$ cat config.mk
export PLATFORM = sky130hd
export DESIGN_NAME = tilt_ratio_color_lookup_core
export DESIGN_NICKNAME = d
export VERILOG_FILES = /design/src/rtl/trcl_pkg.sv /design/src/rtl/trcl_divider.sv /design/src/rtl/trcl_table.sv /design/src/rtl/tilt_ratio_color_lookup_core.sv
export SDC_FILE = /design/constraint.sdc
export NUM_CORES = 2
export LEC_CHECK = 0
export BUFFER_PORTS_ARGS = -buffer_cell sky130_fd_sc_hd__buf_2
export CORE_MARGIN = 10
export CORE_UTILIZATION = 30
export CTS_CLUSTER_SIZE = 10
export DETAILED_ROUTE_END_ITERATION = 8
export HOLD_SLACK_MARGIN = 0.05
export PLACE_DENSITY_LB_ADDON = 0.15
export SETUP_SLACK_MARGIN = 0.1
export SLEW_MARGIN = 0
export SYNTH_ARGS = -nofsm -noshare
export SYNTH_HDL_FRONTEND = slang
export SYNTH_HIERARCHICAL = 1
export SYNTH_SLANG_ARGS = --single-unit
export TNS_END_PERCENT = 30
$ cat constraint.sdc
create_clock -name clk -period 7.7 [get_ports clk]
set_input_delay 1.155 -clock clk [delete_from_list [all_inputs] [get_ports clk]]
set_output_delay 1.155 -clock clk [all_outputs]
set_load 0.02 [all_outputs]
$ cat src/rtl/trcl_pkg.sv
// Shared types and constants of the tilt ratio color lookup.
package trcl_pkg;

  // One color table row.
  typedef struct packed {
    logic [15:0] threshold;
    logic [7:0]  red;
    logic [7:0]  green;
    logic [7:0]  blue;
  } row_t;

  // Request kinds.
  localparam logic MODE_LOAD   = 1'b0;
  localparam logic MODE_SAMPLE = 1'b1;

  // Quadrant table selects, one per quadrant 1 to 4.
  localparam logic [1:0] QUAD_1 = 2'd0;
  localparam logic [1:0] QUAD_2 = 2'd1;
  localparam logic [1:0] QUAD_3 = 2'd2;
  localparam logic [1:0] QUAD_4 = 2'd3;

  // Ratio arithmetic.
  localparam int RATIO_SHIFT = 9;
  localparam int MAG_W       = 17;
  localparam int RATIO_W     = 25;
  localparam int DIV_CNT_W   = 5;
  localparam logic [RATIO_W-1:0] NO_X_RATIO = 25'd50000;

endpackage

$ cat src/rtl/trcl_divider.sv
// Radix-2 restoring divider that produces one quotient bit per cycle.
module trcl_divider (
  input  logic                           clk,
  input  logic                           rst_n,
  input  logic                           start,
  input  logic [trcl_pkg::RATIO_W-1:0]   dividend,
  input  logic [trcl_pkg::MAG_W-1:0]     divisor,
  output logic                           done,
  output logic [trcl_pkg::RATIO_W-1:0]   quotient
);

  localparam logic [trcl_pkg::DIV_CNT_W-1:0] LAST_STEP =
    trcl_pkg::DIV_CNT_W'(trcl_pkg::RATIO_W - 1);

  logic                            run_r;
  logic                            done_r;
  logic [trcl_pkg::DIV_CNT_W-1:0]  cnt_r;
  logic [trcl_pkg::MAG_W-1:0]      rem_r;
  logic [trcl_pkg::MAG_W-1:0]      divisor_r;
  logic [trcl_pkg::RATIO_W-1:0]    quo_r;

  logic [trcl_pkg::MAG_W:0]        trial;
  logic                            fits;
  logic [trcl_pkg::MAG_W-1:0]      rem_nxt;

  // The remainder stays below the divisor, so the shifted trial fits one extra bit.
  always_comb begin
    trial   = {rem_r, quo_r[trcl_pkg::RATIO_W-1]};
    fits    = (trial >= {1'b0, divisor_r});
    rem_nxt = fits ? trcl_pkg::MAG_W'(trial - {1'b0, divisor_r})
                   : trial[trcl_pkg::MAG_W-1:0];
  end

  always_ff @(posedge clk) begin
    if (!rst_n) begin
      run_r  <= 1'b0;
      done_r <= 1'b0;
      cnt_r  <= '0;
    end else begin
      done_r <= 1'b0;
      if (start) begin
        run_r <= 1'b1;
        cnt_r <= '0;
      end else if (run_r) begin
        cnt_r <= cnt_r + 1'b1;
        if (cnt_r == LAST_STEP) begin
          run_r  <= 1'b0;
          done_r <= 1'b1;
        end
      end
    end
  end

  always_ff @(posedge clk) begin
    if (start) begin
      rem_r     <= '0;
      quo_r     <= dividend;
      divisor_r <= divisor;
    end else if (run_r) begin
      rem_r <= rem_nxt;
      quo_r <= {quo_r[trcl_pkg::RATIO_W-2:0], fits};
    end
  end

  assign done     = done_r;
  assign quotient = quo_r;

endmodule

$ cat src/rtl/trcl_table.sv
// Color table memory with one write port and one registered read port.
module trcl_table #(
  parameter int DEPTH = 64,
  parameter int AW    = 6
) (
  input  logic                clk,
  input  logic                wr_en,
  input  logic [AW-1:0]       wr_addr,
  input  trcl_pkg::row_t      wr_data,
  input  logic                rd_en,
  input  logic [AW-1:0]       rd_addr,
  output trcl_pkg::row_t      rd_data
);

  trcl_pkg::row_t table_mem [DEPTH];
  trcl_pkg::row_t rd_data_r;

  always_ff @(posedge clk) begin
    if (wr_en) begin
      table_mem[wr_addr] <= wr_data;
    end
    if (rd_en) begin
      rd_data_r <= table_mem[rd_addr];
    end
  end

  assign rd_data = rd_data_r;

endmodule

$ cat src/rtl/tilt_ratio_color_lookup_core.sv
// Top level of the tilt ratio color lookup: request control, ratio and table walk.
//
//   Channel  | Handshake            | Payload
//   ---------+----------------------+-----------------------------------------------
//   in_      | start, busy          | mode, x/y acceleration, one table row to load
//   out_     | out_valid (strobe)   | color, tilt ratio, quadrant number, row chosen
//
// A load request writes its row at the edge that accepts it.
// A sample request with nonzero x runs the serial divider, then walks its quadrant's
// table at one row per cycle through the registered memory read port; with x equal
// to zero the divide is skipped.
// busy is high from acceptance of a sample until its result strobe; the result is
// shown for exactly one cycle and the receiver cannot hold it off.
// Reset is synchronous and clears control state only; table rows are undefined
// until loaded, and there is no clearing pass.
module tilt_ratio_color_lookup_core #(
  parameter int TABLE_ROWS = 16
) (
  input  logic               clk,
  input  logic               rst_n,
  input  logic               start,
  output logic               busy,
  input  logic               in_mode,
  input  logic signed [15:0] in_x_accel,
  input  logic signed [15:0] in_y_accel,
  input  logic [1:0]         in_load_quadrant,
  input  logic [3:0]         in_load_row,
  input  logic [15:0]        in_load_threshold,
  input  logic [7:0]         in_load_red,
  input  logic [7:0]         in_load_green,
  input  logic [7:0]         in_load_blue,
  output logic               out_valid,
  output logic [7:0]         out_red,
  output logic [7:0]         out_green,
  output logic [7:0]         out_blue,
  output logic [24:0]        out_tilt_ratio,
  output logic [2:0]         out_quadrant_number,
  output logic [3:0]         out_row_chosen
);

  localparam int DEPTH = 4 * TABLE_ROWS;
  localparam int AW    = $clog2(DEPTH);
  localparam int RW    = $clog2(TABLE_ROWS);
  localparam logic [AW-1:0] ROWS_A   = AW'(TABLE_ROWS);
  localparam logic [RW-1:0] LAST_ROW = RW'(TABLE_ROWS - 1);

  typedef enum logic [3:0] {
    ST_IDLE  = 4'b0001,
    ST_DIV   = 4'b0010,
    ST_FETCH = 4'b0100,
    ST_WALK  = 4'b1000
  } state_t;

  state_t                          state_r, state_nxt;
  logic [1:0]                      quad_r, quad_nxt;
  logic [trcl_pkg::RATIO_W-1:0]    ratio_r, ratio_nxt;
  logic [RW-1:0]                   k_r, k_nxt;
  logic                            out_valid_r, out_valid_nxt;
  logic [7:0]                      red_r, green_r, blue_r;
  logic [trcl_pkg::RATIO_W-1:0]    ratio_out_r;
  logic [2:0]                      quad_out_r;
  logic [3:0]                      row_out_r;

  logic                            accept;
  logic                            x_neg, y_neg;
  logic [trcl_pkg::MAG_W-1:0]      ax, ay;
  logic [1:0]                      quad_in;
  logic                            load_ok;

  logic                            div_start;
  logic                            div_done;
  logic [trcl_pkg::RATIO_W-1:0]    div_quotient;
  logic [trcl_pkg::RATIO_W-1:0]    dividend;

  logic                            wr_en;
  logic [AW-1:0]                   wr_addr;
  trcl_pkg::row_t                  wr_data;
  logic                            rd_en;
  logic [AW-1:0]                   rd_addr;
  trcl_pkg::row_t                  rd_data;

  logic [AW-1:0]                   base;
  logic                            advance;

  assign busy   = (state_r != ST_IDLE);
  assign accept = start && !busy;

  // Magnitudes of the 16-bit samples; the most negative value maps to 32768.
  assign x_neg = in_x_accel[15];
  assign y_neg = in_y_accel[15];
  assign ax = x_neg ? (17'd0 - {1'b1, in_x_accel}) : {1'b0, in_x_accel};
  assign ay = y_neg ? (17'd0 - {1'b1, in_y_accel}) : {1'b0, in_y_accel};
  // |y| is at most 2^15, so the shifted dividend fits in 25 bits.
  assign dividend = trcl_pkg::RATIO_W'({ay, {trcl_pkg::RATIO_SHIFT{1'b0}}});

  // A zero x counts as nonnegative, which puts the vector in quadrant 1 or 4.
  always_comb begin
    case ({x_neg, y_neg})
      2'b00:   quad_in = trcl_pkg::QUAD_1;
      2'b10:   quad_in = trcl_pkg::QUAD_2;
      2'b11:   quad_in = trcl_pkg::QUAD_3;
      default: quad_in = trcl_pkg::QUAD_4;
    endcase
  end

  // Loads aimed past the last row are dropped without a write.
  assign load_ok = ({28'd0, in_load_row} < 32'(TABLE_ROWS));
  assign wr_en   = accept && (in_mode == trcl_pkg::MODE_LOAD) && load_ok;
  assign wr_addr = AW'(in_load_quadrant) * ROWS_A + AW'(in_load_row);
  assign wr_data = '{threshold: in_load_threshold, red: in_load_red,
                     green: in_load_green, blue: in_load_blue};

  assign div_start = accept && (in_mode == trcl_pkg::MODE_SAMPLE) && (ax != '0);

  assign base = AW'(quad_r) * ROWS_A;

  // In the walk, rd_data holds row k_r. The walk moves on while that row's
  // threshold is strictly below the ratio and a further row exists.
  assign advance = ({9'd0, rd_data.threshold} < ratio_r) && (k_r != LAST_ROW);

  always_comb begin
    state_nxt     = state_r;
    quad_nxt      = quad_r;
    ratio_nxt     = ratio_r;
    k_nxt         = k_r;
    out_valid_nxt = 1'b0;
    rd_en         = 1'b0;
    rd_addr       = base;
    case (state_r)
      ST_IDLE: begin
        if (accept && (in_mode == trcl_pkg::MODE_SAMPLE)) begin
          quad_nxt = quad_in;
          if (ax == '0) begin
            ratio_nxt = trcl_pkg::NO_X_RATIO;
            state_nxt = ST_FETCH;
          end else begin
            state_nxt = ST_DIV;
          end
        end
      end
      ST_DIV: begin
        if (div_done) begin
          ratio_nxt = div_quotient;
          state_nxt = ST_FETCH;
        end
      end
      ST_FETCH: begin
        rd_en     = 1'b1;
        rd_addr   = base;
        k_nxt     = '0;
        state_nxt = ST_WALK;
      end
      ST_WALK: begin
        if (advance) begin
          rd_en   = 1'b1;
          rd_addr = base + AW'(k_r + RW'(1));
          k_nxt   = k_r + RW'(1);
        end else begin
          out_valid_nxt = 1'b1;
          state_nxt     = ST_IDLE;
        end
      end
      default: begin
        state_nxt = ST_IDLE;
      end
    endcase
  end

  always_ff @(posedge clk) begin
    if (!rst_n) begin
      state_r     <= ST_IDLE;
      out_valid_r <= 1'b0;
    end else begin
      state_r     <= state_nxt;
      out_valid_r <= out_valid_nxt;
    end
  end

  // Datapath and result registers carry no reset.
  always_ff @(posedge clk) begin
    quad_r  <= quad_nxt;
    ratio_r <= ratio_nxt;
    k_r     <= k_nxt;
    if (out_valid_nxt) begin
      red_r       <= rd_data.red;
      green_r     <= rd_data.green;
      blue_r      <= rd_data.blue;
      ratio_out_r <= ratio_r;
      quad_out_r  <= 3'(quad_r) + 3'd1;
      row_out_r   <= 4'(k_r);
    end
  end

  trcl_divider u_divider (
    .clk      (clk),
    .rst_n    (rst_n),
    .start    (div_start),
    .dividend (dividend),
    .divisor  (ax),
    .done     (div_done),
    .quotient (div_quotient)
  );

  trcl_table #(
    .DEPTH (DEPTH),
    .AW    (AW)
  ) u_table (
    .clk     (clk),
    .wr_en   (wr_en),
    .wr_addr (wr_addr),
    .wr_data (wr_data),
    .rd_en   (rd_en),
    .rd_addr (rd_addr),
    .rd_data (rd_data)
  );

  assign out_valid           = out_valid_r;
  assign out_red             = red_r;
  assign out_green           = green_r;
  assign out_blue            = blue_r;
  assign out_tilt_ratio      = ratio_out_r;
  assign out_quadrant_number = quad_out_r;
  assign out_row_chosen      = row_out_r;

  // A result strobe only ever follows the last cycle of a table walk.
  a_strobe_after_walk: assert property (@(posedge clk) disable iff (!rst_n)
    out_valid_r |-> $past(state_r == ST_WALK))
    else $error("result strobe without a finished walk");

  // The divider reports completion only while the control waits for it.
  a_div_done_in_div: assert property (@(posedge clk) disable iff (!rst_n)
    div_done |-> (state_r == ST_DIV))
    else $error("divider finished outside the divide state");

  // The table is never written while a sample is in flight.
  a_no_write_busy: assert property (@(posedge clk) disable iff (!rst_n)
    busy |-> !wr_en)
    else $error("table write while busy");

  // Each walk step reads exactly the next row of the same quadrant.
  a_walk_step: assert property (@(posedge clk) disable iff (!rst_n)
    (state_r == ST_WALK && advance) |=> (state_r == ST_WALK && k_r == $past(k_r) + RW'(1)))
    else $error("table walk skipped a row");

endmodule

==> metrics <==
Worst Setup Slack, final=between 1.5 and 2 ns; Buf+Inv Stages, Crit Path=4; GRT Total Usage=around 16%; family with the most delay on the worst path=buffers and inverters; post-route clock skew=about 0.039 ns; Root Buffer=clkbuf_16; measured slew at the worst slew-check pin=around 1.2 ns; Reg power frac=between 50% and 60%; Port Buf Inserts=about 140; Synth Warn #=6; PwrDens=around 260 nW/um^2; R2R depth=15; Final Cycle Share=79.0%; r2r setup slk=between 1.5 and 2 ns; Num Clock Sinks=roughly 2800; GRT overflow=0; dpl cell area=114000 sq um; initial antenna violation count=26; asr flop ratio synth=0%; Place WS=1.26 ns; worst hold path startpoint=u_table/rd_data[21]$_DFFE_PP_; Die Width=a little over 600 microns; DR pass1 iterations=5; Final Hold Vio Count=0; die height=between 600 and 700 microns; Finished Layout Cells=just over 10000; Slowest cell on crit path=nor4_1; final WL=around 320 mm; 1st-iter DRT viols=~5100; Clock Pin Slew Worst Setup and Hold Paths=0.06 ns; DP Wirelength=185 mm; Internal=roughly 25 mW; worst vdd ir=0.176 mV; largest net degree at the start of global routing=99; critical path class=flop to flop; Pleak=about 37 nW; routability cong.=about 0.73; Critical Path Source Type=flop; Sw Share=a little over a fifth; synthesized area per cell=21.7 sq um; hold endpoint=out_red[5]$_DFFE_PP_; combinational power share=around 4.7%; crit end category=flop; Avg Vias per Cell=5.15; fin. max-slew vios=0; cells along the critical path=ha_1 > a21oi_1 > o21ai_0 > a31oi_1 > o211a_1 > o21ai_0 > buf_4 > nor3_2 > buf_12 > buf_12 > buf_4 > mux4_2 > o22ai_1 > nor4_1 > o22a_1; DIE AREA=379000 sq um; DR WL/cell=around 32 microns; vias=52320; Switch Pwr=approximately 7 mW; synth top area cells=edfxtp_1 77%, mux4_2 13%, mux2i_1 1.1%; Commonest cells post-synth=2729 x edfxtp_1, 608 x mux4_2, 144 x o22ai_1; Initial Util=30.1%; total negative setup slack=0 ns; post-synth top area share=approximately 77%; Core Rows=around 220; Mapped Area=~110000 sq um; layout cells sized above 1=approximately 28%; Tmin final=6.09 ns; Inserted Clock Buffers=between 300 and 400; RSZ-0062 raised after global routing=false; max_cap viols=0; Tightest Hold Check Type=flop to flop; # fillers=32856; clock latency on the worst-skew pair=a little over 0.9 ns; post-cts sizing count=0; status=complete, no violations; Overall Power=between 30 and 40 mW; DRC Markers=0; Layout Area Growth over Synthesis=15.5%; prevailing post-synth register cell=edfxtp_1; most common cell in the netlist=edfxtp_1; CP max FO=78; Post-CTS Setup Bufs=0; post-layout util=34.8%; first-pass GRT wire length=445 mm; Clock power frac=roughly 43%; Synth Register Bits=between 2000 and 3000; CORE AREA=between 300000 and 400000 sq um; number of unique standard cell types used by synthesis=a little under 80; Post-synth EDFFs=around 2700; FF-to-FF Start=u_table/rd_data[26]$_DFFE_PP_; nets=5447; max incr delay on CP=0.91 ns; final instance area=123000 sq um; final setup vio count=0; WP data required=8.35 ns; hold buffers post-CTS=0; Slew Limit Headroom=roughly 17%; register area share after synthesis=roughly 78%; clock tree from TritonCTS=done; Cells after Synth=~4900; placed insts=9729; final hold slack=between 0.4 and 0.5 ns; io pins=140; number of global-route vias before repair=approximately 54000; Routed Antenna Nets=0; worst hold stages=0; Synth area leader=edfxtp_1; fmax=0.164 GHz; WP data arrival=6.73 ns; FF-to-FF End=u_table/rd_data[35]$_DFFE_PP_; clock buffer depth=4; htree depth=5
==> sequential cells by signal (all words and copies together) (netlist names) <==
register	count
u_table/table_mem	2560
u_table/rd_data	40
out_tilt_ratio	25
ratio_r	25
u_divider/quotient	25
u_divider/divisor_r	17
u_divider/rem_r	17
out_blue	8
out_green	8
out_red	8
u_divider/cnt_r	5
k_r	4
out_row_chosen	4
state_r	4
out_quadrant_number	3
quad_r	2
out_valid	1
u_divider/done	1
u_divider/run_r	1
==> worst register-to-register path, stage by stage (launching register included) <==
cell and delay [ns]:
edfxtp_1 0.48, ha_1 0.34, a21oi_1 0.12, o21ai_0 0.13
a31oi_1 0.30, o211a_1 0.32, o21ai_0 0.11, buf_4 0.16
nor3_2 0.33, buf_12 0.44, buf_12 0.67, buf_4 0.56
mux4_2 0.35, o22ai_1 0.12, nor4_1 0.91, o22a_1 0.49
==> final cells by class <==
cell class	instances	area, sq um	area share (%)
sequential	2758	82500	67.1
antenna	3	7.51	0.00611
clock inverter	38	354	0.288
inverter	55	206	0.168
multi-input combinational	1832	22900	18.7
tap	4730	5920	4.81
clock buffer	390	8500	6.92
timing repair buffer	354	2480	2.02
==> kinds of logic (layout without fill, tap and decap cells) <==
logic type	count (synthesis)	in the layout	share of synthesized area, %
AO/OA/AOI/OAI	512	512	3.33
buffers and inverters	321	837	1.52
multiplexers	793	793	14.7
XOR/XNOR	41	41	0.337
adder cells (fa/ha/maj)	41	41	0.489
flip-flops	2758	2758	77.6
other	1	13	0.00352
AND/OR/NAND/NOR	435	435	2.09
==> power groups by stage <==
stage / Clock, mW / Combinational (mW) / Sequential [mW]
floorplan: 0 / 0.863 / 17.0
global route: 14.5 / 1.65 / 16.8
CTS: 13.9 / 1.54 / 16.8
detailed placement: 0 / 1.53 / 17.1
global placement: 0 / 1.50 / 17.1
finish: 13.5 / 1.51 / 16.8
==> layout by cell type (no fill, tap or decap), types with 34 or more instances in the layout <==
master,count
a21oi_1,88
a221oi_1,34
buf_2,140
buf_4,200
clkbuf_1,58
clkbuf_16,330
edfxtp_1,2729
ha_1,40
inv_1,55
mux2_2,63
mux2i_1,122
mux4_2,608
nand2_1,63
nor2_1,76
nor2_4,62
o21ai_0,34
o221ai_1,46
o22ai_1,144
==> worst max path at each step <==
stage | slack (ns) | from | depth (start not counted) | endpoint
after floorplan | 2.65 | start | 5 | u_table/table_mem[48][0]$_DFFE_PP_
after global placement | 0.64 | u_table/rd_data[26]$_DFFE_PP_ | 15 | u_table/rd_data[33]$_DFFE_PP_
after detailed placement | 1.26 | u_table/rd_data[26]$_DFFE_PP_ | 15 | u_table/rd_data[35]$_DFFE_PP_
after CTS | 1.21 | u_table/rd_data[26]$_DFFE_PP_ | 15 | u_table/rd_data[35]$_DFFE_PP_
after global routing | 1.21 | u_table/rd_data[26]$_DFFE_PP_ | 15 | u_table/rd_data[35]$_DFFE_PP_
final | 1.61 | u_table/rd_data[26]$_DFFE_PP_ | 15 | u_table/rd_data[35]$_DFFE_PP_
==> routing by layer <==
| metal | global-route usage (%) | routed length (microns) | vias up | share of wire [%] |
|---|---|---|---|---|
| met4 | 3.37 | 6250 | 2 | 2.0 |
| li1 | - | - | 21497 | - |
| met1 | 23.5 | 146000 | 29045 | 46 |
| met3 | 2.22 | 14200 | 372 | 4.4 |
| met5 | 0 | 13 | - | 0.0041 |
| met2 | 26.8 | 154000 | 1404 | 48 |
Note: power is estimated with default switching activity, not from simulation.
